**config.mk**
```make
export PLATFORM = sky130hd
export DESIGN_NAME = store_multiple_address_sequencer
export DESIGN_NICKNAME = d
export VERILOG_FILES = /design/src/rtl/core/sma_pkg.sv /design/src/rtl/core/store_multiple_address_sequencer.sv /design/src/rtl/core/sma_ucode_rom.sv /design/src/rtl/core/sma_sequencer.sv /design/src/rtl/core/sma_datapath.sv
export SDC_FILE = /design/constraint.sdc
export NUM_CORES = 1
export LEC_CHECK = 0
export BUFFER_PORTS_ARGS = -buffer_cell sky130_fd_sc_hd__clkbuf_2
export CAP_MARGIN = 10
export CORE_MARGIN = 2
export CORE_UTILIZATION = 45
export DETAILED_ROUTE_END_ITERATION = 7
export PLACE_DENSITY = 0.66
export SLEW_MARGIN = 20
export SYNTH_ARGS = -nofsm -noshare
export SYNTH_HDL_FRONTEND = slang
export SYNTH_SLANG_ARGS = --single-unit
```
**constraint.sdc**
```tcl
create_clock -name i_clk -period 6.96 [get_ports i_clk]
set_input_delay 0.348 -clock i_clk [delete_from_list [all_inputs] [get_ports i_clk]]
set_output_delay 0.348 -clock i_clk [all_outputs]
set_load 0.02 [all_outputs]
```
**src/rtl/core/sma_pkg.sv**
```systemverilog
// Shared types and constants for the store-multiple address sequencer.
// Control word layout, step codes and jump conditions of the microprogram.
// No dependencies.
package sma_pkg;

    // Field widths
    localparam int LIST_BITS     = 15;
    localparam int REG_COUNT_DEF = 15;
    localparam int REG_W         = 4;
    localparam int ADDR_W        = 32;
    localparam int CNT_W         = 4;
    localparam int WORD_BYTES    = 4;

    // Stream widths, whole bytes
    localparam int S_TDATA_W = 56;
    localparam int M_TDATA_W = 72;

    // Microprogram step addresses
    typedef logic [2:0] t_step;
    localparam t_step STEP_IDLE  = 3'd0;
    localparam t_step STEP_COUNT = 3'd1;
    localparam t_step STEP_ADDR  = 3'd2;
    localparam t_step STEP_EMIT  = 3'd3;
    localparam t_step STEP_EMPTY = 3'd4;

    // Jump conditions
    typedef enum logic [2:0] {
        COND_NEVER,
        COND_ALWAYS,
        COND_IN_ACC,
        COND_MASK_EMPTY,
        COND_OUT_ACC,
        COND_OUT_LAST
    } t_cond;

    // One control word
    typedef struct packed {
        logic  in_ready;    // take a request
        logic  load;        // latch request fields
        logic  count;       // count listed registers, work out flags
        logic  addr;        // work out start address and writeback value
        logic  emit;        // present one store per listed register
        logic  emit_empty;  // present the lone no-store result
        t_cond cond;        // jump condition
        t_step target;      // jump target
        logic  seq;         // on no jump: 1 = next step, 0 = hold
    } t_ctrl;

    // Datapath status back to the sequencer
    typedef struct packed {
        logic in_acc;
        logic out_acc;
        logic mask_empty;
        logic last_item;
    } t_status;

endpackage

```
**src/rtl/core/store_multiple_address_sequencer.sv**
```systemverilog
// Top level of the store-multiple address sequencer.
// Instantiates sma_sequencer and sma_datapath; depends on sma_pkg.
//
// Takes one store-multiple request and turns it into one word-store result per
// listed register, lowest register first, the last one marked with tlast; an
// empty list gives a single result without a store. Requests are handled one
// at a time. The microprogram has one accept step, a popcount step, an address
// setup step, then one emit step per result (at least one result), each held
// while the downstream side stalls.
module store_multiple_address_sequencer #(
    parameter int REG_COUNT = sma_pkg::REG_COUNT_DEF
) (
    input  logic                          i_clk,
    input  logic                          i_rst_n,
    input  logic                          s_axis_tvalid,
    output logic                          s_axis_tready,
    // [3:0] base_reg, [35:4] base_value, [50:36] reg_list, [51] write_back
    input  logic [sma_pkg::S_TDATA_W-1:0] s_axis_tdata,
    // [0] req_type
    input  logic [0:0]                    s_axis_tuser,
    output logic                          m_axis_tvalid,
    input  logic                          m_axis_tready,
    // [31:0] store_address, [35:32] source_reg, [36] unsupported,
    // [37] wb_enable, [69:38] wb_value
    output logic [sma_pkg::M_TDATA_W-1:0] m_axis_tdata,
    // [0] store_valid
    output logic [0:0]                    m_axis_tuser,
    output logic                          m_axis_tlast
);

    sma_pkg::t_ctrl              ctrl;
    sma_pkg::t_status            status;
    logic                        store_valid;
    logic [sma_pkg::ADDR_W-1:0]  store_address;
    logic [sma_pkg::REG_W-1:0]   source_reg;
    logic                        unsupported;
    logic                        wb_enable;
    logic [sma_pkg::ADDR_W-1:0]  wb_value;

    sma_sequencer u_seq (
        .i_clk    (i_clk),
        .i_rst_n  (i_rst_n),
        .i_status (status),
        .o_ctrl   (ctrl)
    );

    sma_datapath #(
        .REG_COUNT (REG_COUNT)
    ) u_dp (
        .i_clk           (i_clk),
        .i_ctrl          (ctrl),
        .i_in_valid      (s_axis_tvalid),
        .i_out_ready     (m_axis_tready),
        .i_req_type      (s_axis_tuser[0]),
        .i_base_reg      (s_axis_tdata[3:0]),
        .i_base_value    (s_axis_tdata[35:4]),
        .i_reg_list      (s_axis_tdata[50:36]),
        .i_write_back    (s_axis_tdata[51]),
        .o_store_valid   (store_valid),
        .o_store_address (store_address),
        .o_source_reg    (source_reg),
        .o_unsupported   (unsupported),
        .o_wb_enable     (wb_enable),
        .o_wb_value      (wb_value),
        .o_last          (m_axis_tlast),
        .o_status        (status)
    );

    // stream handshakes
    assign s_axis_tready = ctrl.in_ready;
    assign m_axis_tvalid = ctrl.emit | ctrl.emit_empty;

    assign m_axis_tuser = store_valid;
    assign m_axis_tdata = {2'b00, wb_value, wb_enable, unsupported, source_reg, store_address};

endmodule

```
**src/rtl/core/sma_ucode_rom.sv**
```systemverilog
// Microprogram ROM: one control word per step.
// Depends on sma_pkg.
module sma_ucode_rom (
    input  sma_pkg::t_step i_step,
    output sma_pkg::t_ctrl o_ctrl
);

    always_comb begin
        o_ctrl = '0;
        case (i_step)
            // wait for a request and latch it
            sma_pkg::STEP_IDLE: begin
                o_ctrl.in_ready = 1'b1;
                o_ctrl.load     = 1'b1;
                o_ctrl.cond     = sma_pkg::COND_IN_ACC;
                o_ctrl.target   = sma_pkg::STEP_COUNT;
            end
            // popcount of the list, unsupported flag
            sma_pkg::STEP_COUNT: begin
                o_ctrl.count  = 1'b1;
                o_ctrl.cond   = sma_pkg::COND_ALWAYS;
                o_ctrl.target = sma_pkg::STEP_ADDR;
            end
            // start address and writeback value; empty list branches off
            sma_pkg::STEP_ADDR: begin
                o_ctrl.addr   = 1'b1;
                o_ctrl.cond   = sma_pkg::COND_MASK_EMPTY;
                o_ctrl.target = sma_pkg::STEP_EMPTY;
                o_ctrl.seq    = 1'b1;
            end
            // one store per cycle while results are taken, until the last is taken
            sma_pkg::STEP_EMIT: begin
                o_ctrl.emit   = 1'b1;
                o_ctrl.cond   = sma_pkg::COND_OUT_LAST;
                o_ctrl.target = sma_pkg::STEP_IDLE;
            end
            sma_pkg::STEP_EMPTY: begin
                o_ctrl.emit_empty = 1'b1;
                o_ctrl.cond       = sma_pkg::COND_OUT_ACC;
                o_ctrl.target     = sma_pkg::STEP_IDLE;
            end
            default: begin
                o_ctrl.cond   = sma_pkg::COND_ALWAYS;
                o_ctrl.target = sma_pkg::STEP_IDLE;
            end
        endcase
    end

endmodule

```
**src/rtl/core/sma_sequencer.sv**
```systemverilog
// Step counter with conditional jumps over the microprogram ROM.
// Depends on sma_pkg and sma_ucode_rom.
module sma_sequencer (
    input  logic             i_clk,
    input  logic             i_rst_n,
    input  sma_pkg::t_status i_status,
    output sma_pkg::t_ctrl   o_ctrl
);

    sma_pkg::t_step r_step;
    sma_pkg::t_step n_step;
    logic           jump;

    sma_ucode_rom u_rom (
        .i_step (r_step),
        .o_ctrl (o_ctrl)
    );

    // condition select
    always_comb begin
        case (o_ctrl.cond)
            sma_pkg::COND_NEVER:      jump = 1'b0;
            sma_pkg::COND_ALWAYS:     jump = 1'b1;
            sma_pkg::COND_IN_ACC:     jump = i_status.in_acc;
            sma_pkg::COND_MASK_EMPTY: jump = i_status.mask_empty;
            sma_pkg::COND_OUT_ACC:    jump = i_status.out_acc;
            sma_pkg::COND_OUT_LAST:   jump = i_status.out_acc & i_status.last_item;
            default:                  jump = 1'b0;
        endcase
    end

    // next step: jump, advance or hold
    always_comb begin
        if (jump) begin
            n_step = o_ctrl.target;
        end else if (o_ctrl.seq) begin
            n_step = r_step + 3'd1;
        end else begin
            n_step = r_step;
        end
    end

    always_ff @(posedge i_clk) begin
        if (!i_rst_n) begin
            r_step <= sma_pkg::STEP_IDLE;
        end else begin
            r_step <= n_step;
        end
    end

endmodule

```
**src/rtl/core/sma_datapath.sv**
```systemverilog
// Datapath: request latches, register list mask, address counter, result fields.
// Driven by control words from sma_sequencer; depends on sma_pkg.
module sma_datapath #(
    parameter int REG_COUNT = sma_pkg::REG_COUNT_DEF
) (
    input  logic                        i_clk,
    input  sma_pkg::t_ctrl              i_ctrl,
    input  logic                        i_in_valid,
    input  logic                        i_out_ready,
    input  logic                        i_req_type,
    input  logic [sma_pkg::REG_W-1:0]   i_base_reg,
    input  logic [sma_pkg::ADDR_W-1:0]  i_base_value,
    input  logic [sma_pkg::LIST_BITS-1:0] i_reg_list,
    input  logic                        i_write_back,
    output logic                        o_store_valid,
    output logic [sma_pkg::ADDR_W-1:0]  o_store_address,
    output logic [sma_pkg::REG_W-1:0]   o_source_reg,
    output logic                        o_unsupported,
    output logic                        o_wb_enable,
    output logic [sma_pkg::ADDR_W-1:0]  o_wb_value,
    output logic                        o_last,
    output sma_pkg::t_status            o_status
);

    localparam int LIST_W = (REG_COUNT < sma_pkg::LIST_BITS) ? REG_COUNT : sma_pkg::LIST_BITS;

    logic [LIST_W-1:0]               r_mask;
    logic [sma_pkg::ADDR_W-1:0]      r_addr;
    logic [sma_pkg::ADDR_W-1:0]      r_base_val;
    logic [sma_pkg::ADDR_W-1:0]      r_wb_val;
    logic [sma_pkg::REG_W-1:0]       r_base_reg;
    logic [sma_pkg::CNT_W-1:0]       r_count;
    logic                            r_mode;
    logic                            r_wb;
    logic                            r_unsup;

    logic [sma_pkg::CNT_W-1:0]       pop;
    logic                            base_hit;
    logic [sma_pkg::REG_W-1:0]       low_idx;
    logic [LIST_W-1:0]               mask_rest;
    logic                            single;
    logic [sma_pkg::ADDR_W-1:0]      span;
    logic [sma_pkg::ADDR_W-1:0]      base_dn;
    logic                            out_valid;
    logic                            out_acc;

    // popcount and base-in-list test
    always_comb begin
        pop      = '0;
        base_hit = 1'b0;
        for (int i = 0; i < LIST_W; i++) begin
            pop      = pop + sma_pkg::CNT_W'(r_mask[i]);
            base_hit = base_hit | (r_mask[i] & (r_base_reg == sma_pkg::REG_W'(i)));
        end
    end

    // lowest pending register
    always_comb begin
        low_idx = '0;
        for (int i = LIST_W - 1; i >= 0; i--) begin
            if (r_mask[i]) begin
                low_idx = sma_pkg::REG_W'(i);
            end
        end
    end

    assign mask_rest = r_mask & (r_mask - LIST_W'(1));
    assign single    = (mask_rest == '0);
    assign span      = sma_pkg::ADDR_W'({r_count, 2'b00});
    assign base_dn   = r_base_val - span;

    assign out_valid = i_ctrl.emit | i_ctrl.emit_empty;
    assign out_acc   = out_valid & i_out_ready;

    // request latch, setup and per-store update
    always_ff @(posedge i_clk) begin
        if (i_ctrl.load && i_in_valid) begin
            r_mask     <= i_reg_list[LIST_W-1:0];
            r_base_val <= i_base_value;
            r_base_reg <= i_base_reg;
            r_mode     <= i_req_type;
            r_wb       <= i_write_back;
        end
        if (i_ctrl.count) begin
            r_count <= pop;
            r_unsup <= ~r_mode & r_wb & base_hit;
        end
        if (i_ctrl.addr) begin
            r_addr <= r_mode ? base_dn : r_base_val;
            if (!r_wb) begin
                r_wb_val <= r_base_val;
            end else if (r_mode) begin
                r_wb_val <= base_dn;
            end else begin
                r_wb_val <= r_base_val + span;
            end
        end
        if (i_ctrl.emit && out_acc) begin
            r_mask <= mask_rest;
            r_addr <= r_addr + sma_pkg::ADDR_W'(sma_pkg::WORD_BYTES);
        end
    end

    // result fields; the empty-list result carries no store
    assign o_store_valid   = i_ctrl.emit & ~(r_unsup & (low_idx == r_base_reg));
    assign o_store_address = i_ctrl.emit ? r_addr : '0;
    assign o_source_reg    = i_ctrl.emit ? low_idx : '0;
    assign o_unsupported   = r_unsup;
    assign o_wb_enable     = r_wb;
    assign o_wb_value      = r_wb_val;
    assign o_last          = i_ctrl.emit_empty | single;

    assign o_status.in_acc     = i_ctrl.in_ready & i_in_valid;
    assign o_status.out_acc    = out_acc;
    assign o_status.mask_empty = (r_mask == '0);
    assign o_status.last_item  = single;

endmodule

```
==> metrics.txt <==
total power consumption of the routed design approximately 0.0036 W; max-cap violation count 0; proportion of netlist area held by the largest area contributor 0.456; number of synthesized register bits ~130; number of I/O port buffers 130; clock-pin slew reported for the worst setup and hold paths after clock tree synthesis roughly 0.06 ns; library cells used by synthesis 65; detailed-route DRC error count 0; RSZ-0062 raised after global routing no; Cell Area, Synth 8030 um2; TritonCTS clock tree yes; crit-path max FO 7; leakage power total between 3 and 4 nW; pins over their slew limit 0; number of optimization iterations in the first detailed-route pass 5; endpoints failing setup 0; number of H-tree levels 4; Avg Cell Area, Syn around 10 um2; most frequently used flop master after synthesis edfxtp_1; fraction of final layout cells sized beyond drive strength 1 0.206; DIE HEIGHT about 140 um; met2 wirelength from detailed routing 9030 um; GP Congestion 0.893; worst-skew pair later-pin latency between 0.4 and 0.5 ns; Yosys top cell by area edfxtp_1; WL/cell between 15 and 20 um; post-CTS repair timing setup buffer count 0; met1 layer wirelength in the final routing about 9200 um; Min-Delay Path Class primary input to register; Detail Placement HPWL roughly 15000 um; die outline area 18900 um2; highest metal used met4; site row count 48; die outline width between 100 and 150 um; maximum root-to-sink buffer count 2; growth of design area from synthesis to finish 17.0%; Layout Nets a little under 1000; critical path launch point type register; first-pass GRT wire length between 30000 and 40000 um; register area share after synthesis 0.464; area of the core ~17000 um2; post-route clock period utilization 0.564; number of buffers created by CTS 17; Root Buffer Master clkbuf_16; Fmax achieved 255 MHz; count of antenna-violating nets left after detailed routing 0; data required time of the worst path around 7.1 ns; result of the run complete, no violations; startpoint of the worst hold path s_axis_tdata[31]; CTS Hold Bufs 0; arrival time reported for the critical path endpoint between 4 and 5 ns; most frequent cells in the layout 130 x clkbuf_2, 122 x edfxtp_1, 67 x nand2_1; total grt overflow 0; maximum resistive drop on vdd 0.000198 V; diode insertion count for antenna repair 0; synthesized netlist cell count 790; leading cell types by total area after synthesis edfxtp_1 46%, xnor2_1 6.0%, and2_1 3.6%, ha_1 3.4%, o21ai_0 3.3%; crit end category register; total number of vias ~6400; number of antenna violations at the first check in global routing 0; number of instances resized during post-cts repair 0; Tot GR Track Use 0.214; asr flop ratio synth 0; wire length on met3 ~1400 um; number of global-route vias before repair 5803; reg-to-reg critical path startpoint u_dp.r_mask[0]$_SDFFCE_PP0P_; clock skew approximately 0.012 ns; warning count from the yosys run 0; critical setup path kind register to register; most frequent standard cell in the layout excluding fill and tap cells clkbuf_2; CTS sink cnt approximately 130; initial drt markers a little under 700; largest net degree at the start of global routing 44; launch point of the critical path u_dp.r_mask[0]$_SDFFCE_PP0P_; Filler Cell Count 1522; total length of routed wires approximately 20000 um; number of enable-type register cells in the synthesized netlist between 100 and 150; transition at the pin with the smallest max-transition slack 1.03 ns; power per cell area around 390 nW/um2; starting utilization of the core area 0.463; Slew Limit Headroom 0.313; final hold viol count 0; total negative setup slack 0 ns; per-cell via count in the routed design between 5 and 6; Min Clock Period, post-route ~3.9 ns; I/O pin count between 100 and 150
## kinds of logic (layout without fill, tap and decap cells)
group	after synthesis	in the layout	share of synthesized area
AND/OR/NAND/NOR	294	294	0.199
AO/OA/AOI/OAI	139	139	0.110
flip-flops	125	125	0.464
buffers and inverters	94	216	0.0478
XOR/XNOR	82	82	0.0895
adder cells (fa/ha/maj)	33	33	0.0617
multiplexers	22	22	0.0281
other	1	2	0.000467
## layout make-up
type	instances	area (um2)	share of cell area
Clock buffer	18	429	0.0457
Multi-Input combinational cell	572	3930	0.418
Timing Repair Buffer	138	711	0.0757
Inverter	47	176	0.0188
Sequential cell	125	3720	0.396
Clock inverter	13	143	0.0152
Tap cell	225	282	0.0300
## where the power goes
part	total [W]	switching [W]	leakage, nW	internal [W]
combinational	0.00141	0.000851	2.21	0.000561
clock	0.000863	0.000337	0.266	0.000526
sequential	0.00136	0.000214	1.16	0.00115
total	0.00364	0.00140	3.64	0.00224
## worst max-delay path, stage by stage, from the launching register on
cell and delay [ns]:
edfxtp_1 0.47, inv_1 0.11, ha_1 0.30, inv_1 0.07
fa_1 0.44, fa_1 0.55, fa_1 0.45, fa_1 0.50
inv_1 0.05, ha_1 0.20, fa_1 0.38, xor2_1 0.17
## metrics by stage
stage / setup slack [ns] / cells / hold slack (ns) / cell area [um2] / util
after floorplan: 3.25 / 791 / 0.417 / 8030 / -
after global placement: 3.04 / 1107 / 0.427 / 8820 / 0.508
after detailed placement: 3.08 / 1107 / 0.435 / 8820 / 0.508
after CTS: 3.02 / 1138 / 0.0797 / 9390 / 0.541
after global routing: 2.84 / 1138 / 0.0862 / 9390 / 0.541
final: 3.03 / 1138 / 0.101 / 9390 / 0.541
## synthesized netlist by cell type (all sizes together), types with 7 or more instances
library cell    n
edfxtp        122
nand2          67
xnor2          55
o21ai          53
and2           47
inv            47
clkbuf         38
nor2           34
nand3          27
xor2           27
nor3           25
a21oi          22
ha             22
mux2i          18
nor4           18
and3           17
nand4          15
fa             11
buf             9
a31oi           7
nand2b          7
or4             7
## worst paths after layout
path	end	cells past startpoint	slack [ns]
worst min register to register	u_dp.o_wb_value[1]$_DFFE_PP_	0	0.45
worst max-delay path	u_dp.r_count[2]$_DFFE_PP_	11	3.03
worst min-delay path	u_dp.r_base_val[27]$_DFFE_PP_	1	0.10
worst max register to register	u_dp.r_count[2]$_DFFE_PP_	11	3.03
## routing by layer
metal / global-route usage / vias up
met2: 0.325 / 272
met1: 0.310 / 2974
met3: 0.0405 / 33
li1: - / 3081
met4: 0.0687 / 0
met5: 0 / -
Power figures use the tool's default switching activity.
